**config.mk**
```make
export PLATFORM = sky130hd
export DESIGN_NAME = four_gate_split_timer_flat
export DESIGN_NICKNAME = d
export VERILOG_FILES = /design/src/hdl/fgst_pkg.sv /design/src/hdl/fgst_ifs.sv /design/src/hdl/fgst_in_reg.sv /design/src/hdl/fgst_core.sv /design/src/hdl/four_gate_split_timer.sv /design/src/flat_wrapper.sv
export VERILOG_INCLUDE_DIRS = /design/src /design/src/hdl
export SDC_FILE = /design/constraint.sdc
export NUM_CORES = 1
export LEC_CHECK = 0
export BUFFER_PORTS_ARGS = -buffer_cell sky130_fd_sc_hd__buf_4
export CORE_MARGIN = 1.5
export CORE_UTILIZATION = 53
export DETAILED_ROUTE_END_ITERATION = 16
export PLACE_DENSITY = 0.85
export SLEW_MARGIN = 20
export SYNTH_ARGS = -nofsm -noshare
export SYNTH_HDL_FRONTEND = slang
export SYNTH_SLANG_ARGS = --single-unit
```
**constraint.sdc**
```tcl
create_clock -name clock -period 7.3 [get_ports clock]
set_clock_uncertainty 0.2 [all_clocks]
set_input_delay 1.46 -clock clock [delete_from_list [all_inputs] [get_ports clock]]
set_output_delay 1.46 -clock clock [all_outputs]
set_load 0.02 [all_outputs]
```
**src/hdl/assert_macros.svh**
```systemverilog
// Assertion macros shared by the split timer RTL.
`ifndef ASSERT_MACROS_SVH
`define ASSERT_MACROS_SVH
`ifndef SYNTHESIS
// Implication checked in the same cycle.
`define ASSERT_SAME(label, clk, rst, ante, cons, msg) \
   label: assert property (@(posedge clk) disable iff (rst) (ante) |-> (cons)) else $error(msg);
// Implication checked in the next cycle.
`define ASSERT_NEXT(label, clk, rst, ante, cons, msg) \
   label: assert property (@(posedge clk) disable iff (rst) (ante) |=> (cons)) else $error(msg);
`else
`define ASSERT_SAME(label, clk, rst, ante, cons, msg)
`define ASSERT_NEXT(label, clk, rst, ante, cons, msg)
`endif
`endif

```
**src/hdl/fgst_pkg.sv**
```systemverilog
// Shared types and constants of the four-gate split timer.
`timescale 1ns / 1ps
package fgst_pkg;

   localparam int unsigned TIME_BITS_DEF = 24;
   localparam int unsigned SPLIT_BITS    = 24;
   localparam int unsigned LOCKOUT_BITS  = 16;
   localparam int unsigned CMD_BITS      = 3;
   localparam int unsigned KIND_BITS     = 2;
   localparam int unsigned PHASE_BITS    = 3;
   localparam int unsigned GATES         = 4;

   localparam logic [LOCKOUT_BITS-1:0] LOCKOUT_RESET = 16'd1000;
   localparam logic [SPLIT_BITS-1:0]   SPLIT_MAX     = {SPLIT_BITS{1'b1}};

   // Request command codes.
   typedef enum logic [CMD_BITS-1:0] {
      CMD_TICK    = 3'd0,
      CMD_START   = 3'd1,
      CMD_RESET   = 3'd2,
      CMD_SAVE    = 3'd3,
      CMD_DISCARD = 3'd4
   } cmd_type;

   // Result kinds.
   typedef enum logic [KIND_BITS-1:0] {
      KIND_STATUS = 2'd0,
      KIND_PROMPT = 2'd1,
      KIND_RECORD = 2'd2
   } kind_type;

   // Run phases.
   typedef enum logic [PHASE_BITS-1:0] {
      PH_START          = 3'd0,
      PH_GATE_FIRST     = 3'd1,
      PH_GATE_CORNER_IN = 3'd2,
      PH_GATE_CORNER_OUT= 3'd3,
      PH_GATE_LAST      = 3'd4,
      PH_ENDED          = 3'd5,
      PH_DECIDE         = 3'd6,
      PH_DONE           = 3'd7
   } phase_type;

   // One request as held in the input register.
   typedef struct packed {
      logic [CMD_BITS-1:0] cmd;
      logic                start_clear;
      logic [GATES-1:0]    levels;
      logic                link_up;
   } item_type;

   // Input register contents handed to the core.
   typedef struct packed {
      logic     valid;
      item_type item;
   } stage_type;

endpackage

```
**src/hdl/fgst_ifs.sv**
```systemverilog
// Channel interfaces of the split timer: request, result and lockout write.
`timescale 1ns / 1ps
interface fgst_req_if;
   import fgst_pkg::*;
   logic                valid;
   logic                ready;
   logic [CMD_BITS-1:0] cmd;
   logic                start_clear;
   logic                gate_first;
   logic                gate_corner_in;
   logic                gate_corner_out;
   logic                gate_last;
   logic                link_up;

   modport source (output valid, cmd, start_clear, gate_first, gate_corner_in,
                   gate_corner_out, gate_last, link_up, input ready);
   modport sink   (input valid, cmd, start_clear, gate_first, gate_corner_in,
                   gate_corner_out, gate_last, link_up, output ready);
endinterface

interface fgst_rsp_if;
   import fgst_pkg::*;
   logic                  valid;
   logic                  ready;
   logic [KIND_BITS-1:0]  kind;
   logic [PHASE_BITS-1:0] phase;
   logic [SPLIT_BITS-1:0] split_first;
   logic [SPLIT_BITS-1:0] split_corner_in;
   logic [SPLIT_BITS-1:0] split_corner_out;
   logic [SPLIT_BITS-1:0] split_last;

   modport source (output valid, kind, phase, split_first, split_corner_in,
                   split_corner_out, split_last, input ready);
   modport sink   (input valid, kind, phase, split_first, split_corner_in,
                   split_corner_out, split_last, output ready);
endinterface

interface fgst_csr_if;
   import fgst_pkg::*;
   logic                    valid;
   logic                    ready;
   logic [LOCKOUT_BITS-1:0] data;

   modport source (output valid, data, input ready);
   modport sink   (input valid, data, output ready);
endinterface

```
**src/hdl/fgst_in_reg.sv**
```systemverilog
// Input register of the split timer: captures one request per cycle while the core keeps taking them.
`timescale 1ns / 1ps
module fgst_in_reg (
   input  logic               clock,
   input  logic               reset,
   fgst_req_if.sink           req_if,
   input  logic               advance,
   output fgst_pkg::stage_type stage
);
   import fgst_pkg::*;

   logic     valid_ff, valid_in;
   item_type item_ff, item_in;
   logic     accept;

   // The register frees up whenever the core takes its contents.
   assign req_if.ready = !valid_ff || advance;
   assign accept       = req_if.valid && req_if.ready;

   // Next register contents.
   always_comb begin
      valid_in = valid_ff;
      item_in  = item_ff;
      if (accept) begin
         valid_in           = 1'b1;
         item_in.cmd        = req_if.cmd;
         item_in.start_clear= req_if.start_clear;
         item_in.levels     = {req_if.gate_last, req_if.gate_corner_out,
                               req_if.gate_corner_in, req_if.gate_first};
         item_in.link_up    = req_if.link_up;
      end else if (advance) begin
         valid_in = 1'b0;
      end
   end

   // Valid flag is reset; the payload is not.
   always_ff @(posedge clock) begin
      if (reset) begin
         valid_ff <= 1'b0;
      end else begin
         valid_ff <= valid_in;
      end
      item_ff <= item_in;
   end

   assign stage.valid = valid_ff;
   assign stage.item  = item_ff;

endmodule

```
**src/hdl/fgst_core.sv**
```systemverilog
// Run state, split capture and result register of the split timer.
`timescale 1ns / 1ps
module fgst_core #(
   parameter int unsigned TIME_BITS = fgst_pkg::TIME_BITS_DEF
) (
   input  logic                clock,
   input  logic                reset,
   input  fgst_pkg::stage_type stage,
   output logic                advance,
   fgst_rsp_if.source          rsp_if,
   fgst_csr_if.sink            csr_if
);
   import fgst_pkg::*;

   localparam int unsigned WIDE_BITS = (TIME_BITS > SPLIT_BITS) ? TIME_BITS : SPLIT_BITS;

   // Run state.
   phase_type              phase_ff, phase_in;
   logic [TIME_BITS-1:0]   elapsed_ff, elapsed_in;
   logic [TIME_BITS-1:0]   splits_ff [GATES];
   logic [TIME_BITS-1:0]   splits_in [GATES];
   logic [GATES-1:0]       prev_ff, prev_in;
   logic                   prompted_ff, prompted_in;
   logic [LOCKOUT_BITS-1:0] lockout_ff, lockout_in;

   // Result register.
   logic                   out_valid_ff, out_valid_in;
   logic [KIND_BITS-1:0]   out_kind_ff, out_kind_in;
   logic [PHASE_BITS-1:0]  out_phase_ff, out_phase_in;
   logic [SPLIT_BITS-1:0]  out_split_ff [GATES];
   logic [SPLIT_BITS-1:0]  out_split_in [GATES];

   logic                   take;
   logic                   emit;
   kind_type               kind_sel;
   logic [GATES-1:0]       rising;
   logic [1:0]             gate_idx;
   logic [1:0]             prev_idx;
   logic [TIME_BITS-1:0]   elapsed_step;
   logic [TIME_BITS-1:0]   since_split;
   logic                   armed;
   logic [WIDE_BITS-1:0]   wide_split [GATES];

   // The lockout register is always writable.
   assign csr_if.ready = 1'b1;
   assign lockout_in   = csr_if.valid ? csr_if.data : lockout_ff;

   // The core consumes a request when the result register is free or draining.
   assign advance = !out_valid_ff || rsp_if.ready;
   assign take    = stage.valid && advance;

   // Gate bookkeeping for phases that await a gate.
   assign rising       = stage.item.levels & ~prev_ff;
   assign gate_idx     = 2'(3'(phase_ff) - 3'd1);
   assign prev_idx     = gate_idx - 2'd1;
   assign elapsed_step = (elapsed_ff == {TIME_BITS{1'b1}}) ? elapsed_ff
                                                            : elapsed_ff + TIME_BITS'(1);
   assign since_split  = elapsed_step - splits_ff[prev_idx];
   assign armed        = (gate_idx == 2'd0) || (since_split > TIME_BITS'(lockout_ff));

   // Next run state for the request being consumed.
   always_comb begin
      phase_in    = phase_ff;
      elapsed_in  = elapsed_ff;
      splits_in   = splits_ff;
      prev_in     = prev_ff;
      prompted_in = prompted_ff;
      emit        = 1'b0;
      kind_sel    = KIND_STATUS;
      if (take) begin
         case (cmd_type'(stage.item.cmd))
            CMD_START, CMD_RESET: begin
               phase_in = PH_START;
            end
            CMD_SAVE: begin
               if (phase_ff == PH_DECIDE) begin
                  phase_in = PH_DONE;
                  emit     = 1'b1;
                  kind_sel = KIND_RECORD;
               end
            end
            CMD_DISCARD: begin
               if (phase_ff == PH_DECIDE) begin
                  phase_in = PH_DONE;
               end
            end
            CMD_TICK: begin
               prev_in = stage.item.levels;
               unique case (phase_ff)
                  PH_START: begin
                     for (int i = 0; i < GATES; i++) begin
                        splits_in[i] = '0;
                     end
                     prompted_in = 1'b0;
                     if (stage.item.start_clear) begin
                        elapsed_in = '0;
                        phase_in   = PH_GATE_FIRST;
                     end
                     emit = stage.item.link_up;
                  end
                  PH_GATE_FIRST, PH_GATE_CORNER_IN, PH_GATE_CORNER_OUT, PH_GATE_LAST: begin
                     elapsed_in = elapsed_step;
                     // Pending splits follow the elapsed count.
                     for (int i = 0; i < GATES; i++) begin
                        if (2'(i) >= gate_idx) begin
                           splits_in[i] = elapsed_step;
                        end
                     end
                     if (armed && rising[gate_idx]) begin
                        phase_in = phase_type'(3'(phase_ff) + 3'd1);
                     end
                     emit = stage.item.link_up;
                  end
                  PH_ENDED: begin
                     phase_in = PH_DECIDE;
                     emit     = stage.item.link_up;
                  end
                  PH_DECIDE: begin
                     if (stage.item.link_up && !prompted_ff) begin
                        prompted_in = 1'b1;
                        emit        = 1'b1;
                        kind_sel    = KIND_PROMPT;
                     end
                  end
                  PH_DONE: begin
                     emit = 1'b0;
                  end
               endcase
            end
            default: begin
               emit = 1'b0;
            end
         endcase
      end
   end

   // Result fields, with splits saturated to the output width.
   always_comb begin
      out_kind_in  = kind_sel;
      out_phase_in = phase_in;
      for (int i = 0; i < GATES; i++) begin
         wide_split[i] = WIDE_BITS'(splits_in[i]);
         if (wide_split[i] > WIDE_BITS'(SPLIT_MAX)) begin
            out_split_in[i] = SPLIT_MAX;
         end else begin
            out_split_in[i] = wide_split[i][SPLIT_BITS-1:0];
         end
      end
      if (take) begin
         out_valid_in = emit;
      end else if (rsp_if.ready) begin
         out_valid_in = 1'b0;
      end else begin
         out_valid_in = out_valid_ff;
      end
   end

   // State and result registers.
   always_ff @(posedge clock) begin
      if (reset) begin
         phase_ff     <= PH_START;
         elapsed_ff   <= '0;
         for (int i = 0; i < GATES; i++) begin
            splits_ff[i] <= '0;
         end
         prev_ff      <= '0;
         prompted_ff  <= 1'b0;
         lockout_ff   <= LOCKOUT_RESET;
         out_valid_ff <= 1'b0;
      end else begin
         phase_ff     <= phase_in;
         elapsed_ff   <= elapsed_in;
         splits_ff    <= splits_in;
         prev_ff      <= prev_in;
         prompted_ff  <= prompted_in;
         lockout_ff   <= lockout_in;
         out_valid_ff <= out_valid_in;
      end
      if (take && emit) begin
         out_kind_ff  <= out_kind_in;
         out_phase_ff <= out_phase_in;
         out_split_ff <= out_split_in;
      end
   end

   assign rsp_if.valid            = out_valid_ff;
   assign rsp_if.kind             = out_kind_ff;
   assign rsp_if.phase            = out_phase_ff;
   assign rsp_if.split_first      = out_split_ff[0];
   assign rsp_if.split_corner_in  = out_split_ff[1];
   assign rsp_if.split_corner_out = out_split_ff[2];
   assign rsp_if.split_last       = out_split_ff[3];

endmodule

```
**src/hdl/four_gate_split_timer.sv**
```systemverilog
// Top level of the four-gate split timer.
// A result, where a request yields one, passes the input register and then the result register.
// Throughput: one request per cycle while results are taken, set by the input register and
// the state update feeding the result register.
// Reset is synchronous and active high: phase start, splits and elapsed zero,
// lockout 1000 ticks, no result pending.
`timescale 1ns / 1ps
`include "assert_macros.svh"
module four_gate_split_timer #(
   parameter int unsigned TIME_BITS = fgst_pkg::TIME_BITS_DEF
) (
   input  logic         clock,
   input  logic         reset,
   fgst_req_if.sink     req_if,
   fgst_rsp_if.source   rsp_if,
   fgst_csr_if.sink     csr_if
);
   import fgst_pkg::*;

   stage_type stage;
   logic      advance;

   // Request capture.
   fgst_in_reg u_in_reg (
      .clock   (clock),
      .reset   (reset),
      .req_if  (req_if),
      .advance (advance),
      .stage   (stage)
   );

   // Run state and result generation.
   fgst_core #(
      .TIME_BITS (TIME_BITS)
   ) u_core (
      .clock   (clock),
      .reset   (reset),
      .stage   (stage),
      .advance (advance),
      .rsp_if  (rsp_if),
      .csr_if  (csr_if)
   );

   // A record is sent only on the way into the done phase.
   `ASSERT_SAME(a_record_done, clock, reset, rsp_if.valid && rsp_if.kind == KIND_RECORD, rsp_if.phase == PH_DONE, "record result outside done phase")
   // A prompt is sent only while awaiting a decision.
   `ASSERT_SAME(a_prompt_decide, clock, reset, rsp_if.valid && rsp_if.kind == KIND_PROMPT, rsp_if.phase == PH_DECIDE, "prompt result outside decision phase")
   // A full input register behind a stalled result blocks new requests.
   `ASSERT_SAME(a_stall_blocks, clock, reset, stage.valid && rsp_if.valid && !rsp_if.ready, !req_if.ready, "request taken while both stages are stalled")
   // Reset leaves no result pending.
   `ASSERT_NEXT(a_reset_empty, clock, 1'b0, reset, !rsp_if.valid, "result valid right after reset")

endmodule

```
**src/flat_wrapper.sv**
```systemverilog
// flat-port wrapper written by rule: the top's interface ports become plain ports
module four_gate_split_timer_flat import fgst_pkg::*;
#(
   parameter int unsigned TIME_BITS = fgst_pkg::TIME_BITS_DEF
)
  (clock, reset, req_if_valid, req_if_cmd, req_if_start_clear, req_if_gate_first, req_if_gate_corner_in, req_if_gate_corner_out, req_if_gate_last, req_if_link_up, req_if_ready, rsp_if_valid, rsp_if_kind, rsp_if_phase, rsp_if_split_first, rsp_if_split_corner_in, rsp_if_split_corner_out, rsp_if_split_last, rsp_if_ready, csr_if_valid, csr_if_data, csr_if_ready);
  fgst_req_if req_if_i ();
  fgst_rsp_if rsp_if_i ();
  fgst_csr_if csr_if_i ();
  input  logic clock;
  input  logic reset;
  input wire logic [$bits(req_if_i.valid)-1:0] req_if_valid;
  input wire logic [$bits(req_if_i.cmd)-1:0] req_if_cmd;
  input wire logic [$bits(req_if_i.start_clear)-1:0] req_if_start_clear;
  input wire logic [$bits(req_if_i.gate_first)-1:0] req_if_gate_first;
  input wire logic [$bits(req_if_i.gate_corner_in)-1:0] req_if_gate_corner_in;
  input wire logic [$bits(req_if_i.gate_corner_out)-1:0] req_if_gate_corner_out;
  input wire logic [$bits(req_if_i.gate_last)-1:0] req_if_gate_last;
  input wire logic [$bits(req_if_i.link_up)-1:0] req_if_link_up;
  output wire logic [$bits(req_if_i.ready)-1:0] req_if_ready;
  output wire logic [$bits(rsp_if_i.valid)-1:0] rsp_if_valid;
  output wire logic [$bits(rsp_if_i.kind)-1:0] rsp_if_kind;
  output wire logic [$bits(rsp_if_i.phase)-1:0] rsp_if_phase;
  output wire logic [$bits(rsp_if_i.split_first)-1:0] rsp_if_split_first;
  output wire logic [$bits(rsp_if_i.split_corner_in)-1:0] rsp_if_split_corner_in;
  output wire logic [$bits(rsp_if_i.split_corner_out)-1:0] rsp_if_split_corner_out;
  output wire logic [$bits(rsp_if_i.split_last)-1:0] rsp_if_split_last;
  input wire logic [$bits(rsp_if_i.ready)-1:0] rsp_if_ready;
  input wire logic [$bits(csr_if_i.valid)-1:0] csr_if_valid;
  input wire logic [$bits(csr_if_i.data)-1:0] csr_if_data;
  output wire logic [$bits(csr_if_i.ready)-1:0] csr_if_ready;
  assign req_if_i.valid = req_if_valid;
  assign req_if_i.cmd = req_if_cmd;
  assign req_if_i.start_clear = req_if_start_clear;
  assign req_if_i.gate_first = req_if_gate_first;
  assign req_if_i.gate_corner_in = req_if_gate_corner_in;
  assign req_if_i.gate_corner_out = req_if_gate_corner_out;
  assign req_if_i.gate_last = req_if_gate_last;
  assign req_if_i.link_up = req_if_link_up;
  assign req_if_ready = req_if_i.ready;
  assign rsp_if_valid = rsp_if_i.valid;
  assign rsp_if_kind = rsp_if_i.kind;
  assign rsp_if_phase = rsp_if_i.phase;
  assign rsp_if_split_first = rsp_if_i.split_first;
  assign rsp_if_split_corner_in = rsp_if_i.split_corner_in;
  assign rsp_if_split_corner_out = rsp_if_i.split_corner_out;
  assign rsp_if_split_last = rsp_if_i.split_last;
  assign rsp_if_i.ready = rsp_if_ready;
  assign csr_if_i.valid = csr_if_valid;
  assign csr_if_i.data = csr_if_data;
  assign csr_if_ready = csr_if_i.ready;
  four_gate_split_timer #(.TIME_BITS(TIME_BITS)) u_core (.clock(clock), .reset(reset), .req_if(req_if_i), .rsp_if(rsp_if_i), .csr_if(csr_if_i));
endmodule
```
==> metrics.yaml, run 1 <==
status: "complete, no violations"
synth.cell_area_sq_mm: 0.0123
num_vias: 9494
ys.flop_type: "dfxtp_1"
crit_slowest_cell: "a2111o_1"
yosys_warnings: 0
antenna_found_initial: 0
cts_setup_buffers: 0
detailedRoute.firstPassIterationCount: 7
ir_drop_v: 0.000164
synth-edff-count: 110
port_buffers: 132
cts_tree: "built"
dp_slack_ns: 0.830
viasPerCell: 6.11
p_per_area_mw_per_mm2: 211
cp_num_cells: 25
drc: 0
grt_remaining_overflow: 0
drive_above_1_share_pct: 19.4
crit_path_max_incr_delay_ns: 0.49
nFillCells: 1749
post-route-min-period_ns: 6.60
worst_setup_path_start_kind: "flop"
worstSetupPathType: "flop to flop"
rows: 55
wl_mm: 32.1
fin_tns_setup_ns: 0
ys_seq_elements: 256
cp_max_fo: 7
core-area_sq_mm: 0.0227
clockBufferDepth: 3
hold_class: "flop to flop"
grt_pass1_vias: 9246
cts.clk_slew.worst_paths_ns: 0.06
grt_max_degree: 58
drt_iter0_markers: 769
drv_cap: 0
numCtsBuffers: 27
ant_nets: 0
r2r_setup_slack_ns: 0.70
die_w_um: 156
fin_ws_ns: 0.704
cts_resized: 0
root_buffer: "clkbuf_16"
grt_pass1_wl_mm: 50.0
reg2regPathDepth: 25
cp.arrival_ns: 6.69
ctsHtreeMaxLevel: 1
p_leak_nw: 5.60
initial_core_util_pct: 54.3
slew_viol_final: 0
yosysSeqAreaShare_pct: 50.5
nNetsFinal: 1322
crit_required_ns: 7.39
slew_headroom_pct: 18.6
syn-mean-instance-area_sq_um: 10.8
path_delay_family: "simple AND/OR/NAND/NOR gates"
cp-end-kind: "flop"
clock.fmax_mhz: 152
rsz0062_at_grt: "false"
place.gp.congestion: 1.00
syn_nets: 1215
antenna_cells: 0
crit_buf_inv: 2
clk_latency_ns: 0.55
async_flop_share_pct: 0
track_usage_pct: 26.3
areaGrowthSynthToFinish_pct: 17.3
dp_hpwl_mm: 21.8
cts_sinks: 256
tightestPinTransition_ns: 1.22
setup_viol_count_final: 0
syn_inst: 1140
pin_count: 134
finalHoldViolations: 0
postCtsHoldBufs: 0
wl_per_cell_um: 20.7
die_h_um: 156
holdPathStages: 2
synth_cell_type_count: 81
die_area_sq_mm: 0.0242
fin_crit_sh_pct: 90.4
[cells by family after synthesis]
| logic type | count (synthesis) | share of synthesized area (%) |
|---|---|---|
| simple gates | 354 | 15.1 |
| compound gates | 279 | 16.9 |
| mux | 40 | 5.76 |
| other cells | 1 | 0.0304 |
| fa+ha+maj | 46 | 4.72 |
| xor+xnor | 38 | 2.87 |
| buf+inv | 126 | 4.12 |
| flops | 256 | 50.5 |
[sequential cells by signal, indices dropped and copies added, names as in the netlist]
register and count:
u_core.u_core.rsp_if.phase 3, u_core.u_core.rsp_if.kind 2, u_core.u_core.rsp_if.split_last 24, u_core.u_core.rsp_if.split_corner_out 24, u_core.u_core.prev_ff 4, u_core.u_core.rsp_if.valid 1, u_core.u_core.lockout_ff 16, u_core.u_in_reg.valid_ff 1
u_core.u_core.rsp_if.split_first 24, u_core.u_core.elapsed_ff 24, u_core.u_core.rsp_if.split_corner_in 24, u_core.u_core.phase_ff 3, u_core.u_core.splits_ff 96, u_core.u_core.prompted_ff 1, u_core.u_in_reg.stage 9
[synthesized netlist by cell type (all sizes together), types with 4 or more instances]
cell type,instances,share of area (%)
nand4,17,0.86
nor3b,4,0.24
a31oi,7,0.41
or3,5,0.29
o21a,6,0.37
a22o,87,6.2
a2111oi,5,0.51
and3,10,0.51
and2,104,5.3
clkbuf,54,1.7
mux4,24,4.4
o22ai,4,0.20
inv,57,1.7
nand2,67,2.0
o21ai,34,1.4
nor2b,8,0.41
nor3,17,0.69
mux2i,14,1.2
nand3,23,0.93
buf,15,0.73
dfxtp,146,24
a21o,20,1.2
a21oi,54,2.2
a22oi,16,0.97
edfxtp,110,27
ha,44,4.5
nand3b,4,0.24
xnor2,25,1.8
xor2,12,0.85
and4,6,0.43
o211ai,10,0.61
nor2,75,2.3
[where the power goes]
part	total (W)	leakage [nW]	switching (W)	internal (W)
registers	0.00150	2.01	0.00000645	0.00150
clock network	0.00146	0.452	0.000585	0.000874
logic	0.0000817	3.13	0.0000507	0.0000309
total	0.00304	5.60	0.000642	0.00240
[routing by layer]
layer	wire length, um	share of wire [%]	track usage, %
met5	0	0	0
met4	1050	3.3	9.66
met3	2240	7.0	3.31
met2	15000	47	42.9
met1	13800	43	36.2
[final cells by class]
class	count	area, sq um	area share (%)
sequential	256	6230	43.1
multi-input combinational	758	5610	38.8
timing repair buffer	147	1100	7.63
tap	285	357	2.47
clock buffer	31	701	4.85
inverter	57	215	1.49
clock inverter	19	250	1.73
[worst paths after layout]
kind,from,endpoint
worst min register to register,u_core.u_core.prev_ff[2],u_core.u_core.prev_ff[2]
worst max-delay path,u_core.u_core.elapsed_ff[0],u_core.u_core.rsp_if.phase[1]
worst min-delay path,u_core.u_core.prev_ff[2],u_core.u_core.prev_ff[2]
worst max register to register,u_core.u_core.elapsed_ff[0],u_core.u_core.rsp_if.phase[1]
[stage by stage]
step / cells / hold WS, ns / instance area (sq um) / total power [W] / util, %
after floorplan: 1140 / 0.231 / 12300 / 0.00158 / -
after global placement: 1503 / 0.237 / 13500 / 0.00161 / 59.5
after detailed placement: 1503 / 0.246 / 13500 / 0.00162 / 59.5
after CTS: 1553 / 0.254 / 14500 / 0.00306 / 63.7
after global routing: 1553 / 0.283 / 14500 / 0.00313 / 63.7
final: 1553 / 0.253 / 14500 / 0.00304 / 63.7
[cells in the final DEF (no fill, tap or decap), types with 4 or more instances in the layout]
cell / instances
clkbuf_16: 27
nor3_1: 17
inv_6: 4
a21oi_1: 53
o21ai_1: 7
nand3_1: 23
a22o_1: 87
o211ai_1: 10
a21o_1: 20
dfxtp_1: 146
mux2i_1: 12
nor3b_1: 4
nand3b_1: 4
xnor2_1: 24
nand4_1: 17
mux4_2: 24
a31oi_1: 6
a2111oi_0: 4
a22oi_1: 16
and3_1: 10
clkinvlp_4: 4
o22ai_1: 4
or3_1: 4
and4_1: 6
buf_4: 147
o21a_1: 6
edfxtp_1: 110
xor2_1: 12
nor2_1: 72
nand2_1: 67
ha_1: 44
inv_1: 55
o21ai_0: 24
nor2b_1: 8
bufinv_16: 5
and2_1: 104
[worst register-to-register path: cells and delay by family (launching register included)]
family	cells	cell delay [ns]
flip-flops	1	0.42
XOR/XNOR	2	0.35
adder cells (fa/ha/maj)	5	1.52
buffers and inverters	2	0.17
AO/OA/AOI/OAI	8	1.80
AND/OR/NAND/NOR	8	1.88
Power figures use the tool's default switching activity.
==> run 2, diff against run 1 <==
- CORE_UTILIZATION: 53 -> 47
- PLACE_DENSITY: 0.85 -> 0.78
- TNS_END_PERCENT: not set -> 10
==> metrics.yaml, run 2 (synthesis gave the netlist of run 1 again) <==
drc: 0  # unchanged
pin_count: 134  # unchanged
initial_core_util_pct: 47.6  # -6.7 points
cts_sinks: 256  # unchanged
finalHoldViolations: 0  # unchanged
dp_slack_ns: 0.802  # -0.0284 ns
nFillCells: 2222  # +27%
wl_per_cell_um: 19.4  # -5.9%
grt_max_degree: 56  # -3.4%
largest-register: "u_core.u_core.splits_ff"
drive_above_1_share_pct: 19.4  # about the same
p_sw_w: 0.000615  # -4.2%
dp_hpwl_mm: 21.6  # -0.87%
cts_setup_buffers: 0  # unchanged
clock.fmax_mhz: 153  # +0.71%
final_cell_mix: "buf_4, dfxtp_1, edfxtp_1, and2_1, a22o_1"
rsz0062_at_grt: "false"
worst_setup_path_start_kind: "flop"
grt_pass1_wl_mm: 48.8  # -2.5%
status: "complete, no violations"
num_vias: 9310  # -1.9%
cp.arrival_ns: 6.64  # -0.05 ns
setup_viol_count_final: 0  # unchanged
post-route-min-period_ns: 6.55  # -0.0466 ns
viasPerCell: 5.82  # -4.8%
netSwitchingFraction_pct: 21.4  # +0.35 points
ant_nets: 0  # unchanged
core-area_sq_mm: 0.0259  # +14%
cp-end-kind: "flop"
final_common_cell: "buf_4"
fin_ws_ns: 0.750  # +0.0466 ns
die_h_um: 165  # +6.1%
drv_cap: 0  # unchanged
grt_remaining_overflow: 0  # unchanged
crit_required_ns: 7.39  # about the same
wl_mm: 31.1  # -3.1%
die_area_sq_mm: 0.0272  # +13%
detailedRoute.firstPassIterationCount: 5  # -2
cp_max_fo: 7  # unchanged
postCtsHoldBufs: 0  # unchanged
clk_latency_ns: 0.55  # about the same
antenna_cells: 0  # unchanged
p_comb_share_pct: 2.8  # about the same
numCtsBuffers: 25  # -7.4%
tightestPinTransition_ns: 0.908  # -0.312 ns
nNetsFinal: 1320  # -0.15%
p_clk_share_pct: 44.8  # -3.1 points
p_per_area_mw_per_mm2: 199  # -5.4%
postLayoutCoreUtil_pct: 55.6  # -8.1 points
grt_pass1_vias: 8898  # -3.8%
antenna_found_initial: 0  # unchanged
port_buffers: 132  # unchanged
fin_crit_sh_pct: 89.7  # -0.64 points
areaGrowthSynthToFinish_pct: 16.8
rows: 59  # +7.3%
root_buffer: "clkbuf_16"
hold_class: "flop to flop"
place.gp.congestion: 0.970  # -3.3%
p_leak_nw: 5.55  # -0.91%
cts_tree: "built"
seqPwrFrac_pct: 52.4  # +3.0 points
p_int_w: 0.00226  # -6.1%
fin_tns_setup_ns: 0  # unchanged
slew_headroom_pct: 39.3  # +21 points
track_usage_pct: 23.1  # -3.2 points
clockBufferDepth: 3  # unchanged
cts_resized: 0  # unchanged
cts.clk_slew.worst_paths_ns: 0.07  # about the same
drt_iter0_markers: 782  # +1.7%
die_w_um: 165  # +6.1%
ctsHtreeMaxLevel: 1  # unchanged
largest_reg_flops: 96  # unchanged
worstSetupPathType: "flop to flop"
ir_drop_v: 0.000224  # +37%
slew_viol_final: 0  # unchanged
run 2: worst paths after layout:
check                                                  from                            end  slack (ns)  cells past startpoint
worst max register to register  u_core.u_core.elapsed_ff[0]  u_core.u_core.rsp_if.phase[1]        0.75                     22
worst min register to register     u_core.u_core.prev_ff[0]       u_core.u_core.prev_ff[0]        0.25                      2
worst max-delay path            u_core.u_core.elapsed_ff[0]  u_core.u_core.rsp_if.phase[1]        0.75                     22
worst min-delay path               u_core.u_core.prev_ff[0]       u_core.u_core.prev_ff[0]        0.25                      2
run 2: stage by stage:
stage	power, W	instance area (sq um)	hold slack (ns)	cells
after floorplan	0.00158	12300	0.231	1140
after global placement	0.00161	13600	0.237	1553
after detailed placement	0.00162	13600	0.242	1553
after CTS	0.00289	14400	0.251	1599
after global routing	0.00296	14400	0.282	1599
final	0.00287	14400	0.250	1599
run 2: metal layers:
layer	up-vias	GRT usage, %	wire, um
met1	4519	32.0	14100
met4	0	7.25	743
met3	53	3.47	1980
met5	-	0	0
met2	330	37.3	14300
li1	4408	-	-
run 2: area by class of cell:
type                       count  area (sq um)  area share [%]
tap                          335           419            2.91
multi-input combinational    758          5620            39.0
sequential                   256          6230            43.2
clock buffer                  30           664            4.61
timing repair buffer         147          1100            7.66
clock inverter                16           154            1.07
inverter                      57           216            1.50
run 2: worst max-delay path, stage by stage (launching register included):
cell      delay [ns]
dfxtp_1         0.36
ha_1            0.26
and4_1          0.23
a311o_1         0.41
nor2_1          0.27
nand3_1         0.31
nor2_1          0.29
xor2_1          0.37
ha_1            0.33
and3_1          0.31
a211oi_1        0.11
o31ai_1         0.52
nor2_1          0.13
xnor2_1         0.17
ha_1            0.31
nand4_1         0.11
nor2_1          0.18
nand4_1         0.11
a2111o_1        0.47
or3_4           0.42
and3_1          0.18
o21ai_2         0.16
a21oi_1         0.09
run 2: power by group through the flow:
stage | combinational (W) | sequential (W) | clock (W)
floorplan | 0.0000414 | 0.00154 | 0
global placement | 0.0000797 | 0.00153 | 0
detailed placement | 0.0000805 | 0.00153 | 0
CTS | 0.0000806 | 0.00150 | 0.00131
global route | 0.0000884 | 0.00150 | 0.00137
finish | 0.0000801 | 0.00150 | 0.00129
==> run 3, diff against run 2 <==
- BUFFER_PORTS_ARGS: -buffer_cell sky130_fd_sc_hd__buf_4 -> not set
- DONT_BUFFER_PORTS: not set -> 1
- PLACE_DENSITY: 0.78 -> 0.73
==> metrics.yaml, run 3 (synthesis gave the netlist of run 1 again) <==
status: "complete, no violations"
nNetsFinal: 1189  # -9.9%
grt_max_degree: 54  # -3.6%
cts.clk_slew.worst_paths_ns: 0.06  # about the same
drt_iter0_markers: 806  # +3.1%
p_leak_nw: 5.02  # -9.4%
reg2regPathDepth: 22  # unchanged
hold_start: "u_core.u_core.prev_ff[2]"
cts_resized: 0  # unchanged
die_area_sq_mm: 0.0272  # unchanged
fin_tns_setup_ns: 0  # unchanged
initial_core_util_pct: 47.6  # unchanged
largest-register: "u_core.u_core.splits_ff"
viasPerCell: 6.04  # +3.7%
die_h_um: 165  # unchanged
cts_sinks: 256  # unchanged
seqPwrFrac_pct: 50.2  # -2.2 points
num_vias: 8877  # -4.7%
ctsHtreeMaxLevel: 1  # unchanged
worstSetupPathType: "flop to flop"
dp_slack_ns: 0.753  # -0.0493 ns
timing.rr.end: "u_core.u_core.rsp_if.phase[1]"
grt_remaining_overflow: 0  # unchanged
final_cells: 1470  # -8.1%
worstSetupEndpoint: "u_core.u_core.rsp_if.phase[1]"
wl_mm: 31.1  # +0.13%
tightestPinTransition_ns: 1.14  # +0.233 ns
p_sw_w: 0.000648  # +5.3%
p_clk_share_pct: 48.2  # +3.4 points
finalHoldViolations: 0  # unchanged
track_usage_pct: 22.8  # -0.32 points
grt_pass1_wl_mm: 48.0  # -1.5%
ir_drop_v: 0.000248  # +11%
core-area_sq_mm: 0.0259  # unchanged
postLayoutCoreUtil_pct: 52.3  # -3.3 points
drive_above_1_share_pct: 10.5  # -8.9 points
numCtsBuffers: 27  # +8.0%
post-place-cells: 1420  # -8.6%
final_common_cell: "dfxtp_1"
cp_max_fo: 7  # unchanged
root_buffer: "clkbuf_16"
p_per_area_mw_per_mm2: 222  # +12%
die_w_um: 165  # unchanged
rows: 59  # unchanged
antenna_found_initial: 0  # unchanged
pin_count: 134  # unchanged
path_cells: "ha_1 > and4_1 > a311o_1 > nor2_1 > nand3_1 > nor2_1 > xor2_1 > ha_1 > and3_1 > a211oi_1 > o31ai_1 > nor2_1 > xnor2_1 > ha_1 > nand4_1 > nor2_1 > nand4_1 > a2111o_1 > or3_4 > and3_1 > o21ai_2 > a21oi_1"
r2r_setup_slack_ns: 0.64  # -0.11 ns
areaGrowthSynthToFinish_pct: 9.83
slew_viol_final: 0  # unchanged
final_cell_mix: "dfxtp_1, edfxtp_1, and2_1, a22o_1, nor2_1"
cpMostUsedCell: "nor2_1"
crit_path_max_incr_delay_ns: 0.51  # about the same
p_comb_share_pct: 1.6  # -1.2 points
p_int_w: 0.00236  # +4.8%
ant_nets: 0  # unchanged
netSwitchingFraction_pct: 21.5  # +0.066 points
crit_path_start: "u_core.u_core.elapsed_ff[0]"
detailedRoute.firstPassIterationCount: 5  # unchanged
slew_headroom_pct: 23.6  # -16 points
clockBufferDepth: 3  # unchanged
largest_reg_flops: 96  # unchanged
crit_required_ns: 7.40  # about the same
postCtsHoldBufs: 0  # unchanged
rsz0062_at_grt: "false"
crit_slowest_cell: "o31ai_1"
cp-end-kind: "flop"
hold_class: "flop to flop"
fin_ws_ns: 0.641  # -0.109 ns
cts_tree: "built"
cp.arrival_ns: 6.76  # +0.12 ns
cts_setup_buffers: 0  # unchanged
drc: 0  # unchanged
clock.fmax_mhz: 150  # -1.6%
port_buffers: 0  # -100%
drv_cap: 0  # unchanged
antenna_cells: 0  # unchanged
wl_per_cell_um: 21.2  # +8.9%
place.gp.congestion: 0.962  # -0.92%
setup_viol_count_final: 0  # unchanged
dp_hpwl_mm: 21.4  # -0.89%
clk_latency_ns: 0.55  # about the same
r2r-start: "u_core.u_core.elapsed_ff[0]"
fin_crit_sh_pct: 91.2  # +1.5 points
post-route-min-period_ns: 6.66  # +0.109 ns
grt_pass1_vias: 8599  # -3.4%
nFillCells: 2267  # +2.0%
worst_setup_path_start_kind: "flop"
==> run 3: cell types whose count changed in the layout (fill, tap and decap cells not counted), moves of 2 or more <==
cell	before	now
clkinv_1	3	1
clkbuf_16	25	27
bufinv_16	2	4
clkbuf_1	3	1
buf_4	147	14
inv_6	1	3
==> run 3: metrics by stage <==
| stage | power, W | hold slack [ns] | area, sq um |
|---|---|---|---|
| floorplan | 0.00158 | 0.231 | 12300 |
| global placement | 0.00159 | 0.231 | 12600 |
| detailed placement | 0.00159 | 0.240 | 12600 |
| CTS | 0.00302 | 0.249 | 13500 |
| global route | 0.00309 | 0.272 | 13500 |
| finish | 0.00301 | 0.247 | 13500 |
==> run 3: area by class of cell <==
class / count / area (sq um) / share of cell area [%]
timing repair buffer: 14 / 105 / 0.776
multi-input combinational: 758 / 5630 / 41.6
clock buffer: 30 / 707 / 5.22
sequential: 256 / 6230 / 46.0
inverter: 57 / 216 / 1.60
clock inverter: 20 / 240 / 1.77
tap: 335 / 419 / 3.09
==> run 3: routing by layer <==
| layer | wire length (um) | up-vias | track usage, % |
|---|---|---|---|
| met5 | 0 | - | 0 |
| met4 | 952 | 0 | 8.03 |
| met3 | 2530 | 63 | 4.57 |
| met2 | 14000 | 384 | 35.8 |
| met1 | 13600 | 4292 | 31.2 |
| li1 | - | 4138 | - |
==> run 3: worst min path at each step <==
stage / end / slack [ns] / depth (start not counted)
4_1_cts: u_core.u_core.prev_ff[2] / 0.25 / 2
2_1_floorplan: u_core.u_core.prev_ff[0] / 0.23 / 2
6_report: u_core.u_core.prev_ff[2] / 0.25 / 2
3_5_place_dp: u_core.u_core.prev_ff[2] / 0.24 / 2
5_1_grt: u_core.u_core.prev_ff[3] / 0.27 / 2
3_3_place_gp: u_core.u_core.prev_ff[2] / 0.23 / 2
==> run 3: power by group through the flow <==
stage          sequential (W)  clock, W  combinational, W
6_report              0.00151   0.00145         0.0000479
2_1_floorplan         0.00154         0         0.0000414
5_1_grt               0.00151   0.00152         0.0000540
4_1_cts               0.00151   0.00146         0.0000481
3_5_place_dp          0.00154         0         0.0000481
3_3_place_gp          0.00154         0         0.0000471
==> run 3: critical path: cells and delay by family, from the launching register on <==
| kind | cells | cell delay (ns) |
|---|---|---|
| simple gates | 11 | 2.56 |
| compound gates | 6 | 1.78 |
| fa+ha+maj | 3 | 0.92 |
| xor+xnor | 2 | 0.58 |
| flops | 1 | 0.36 |
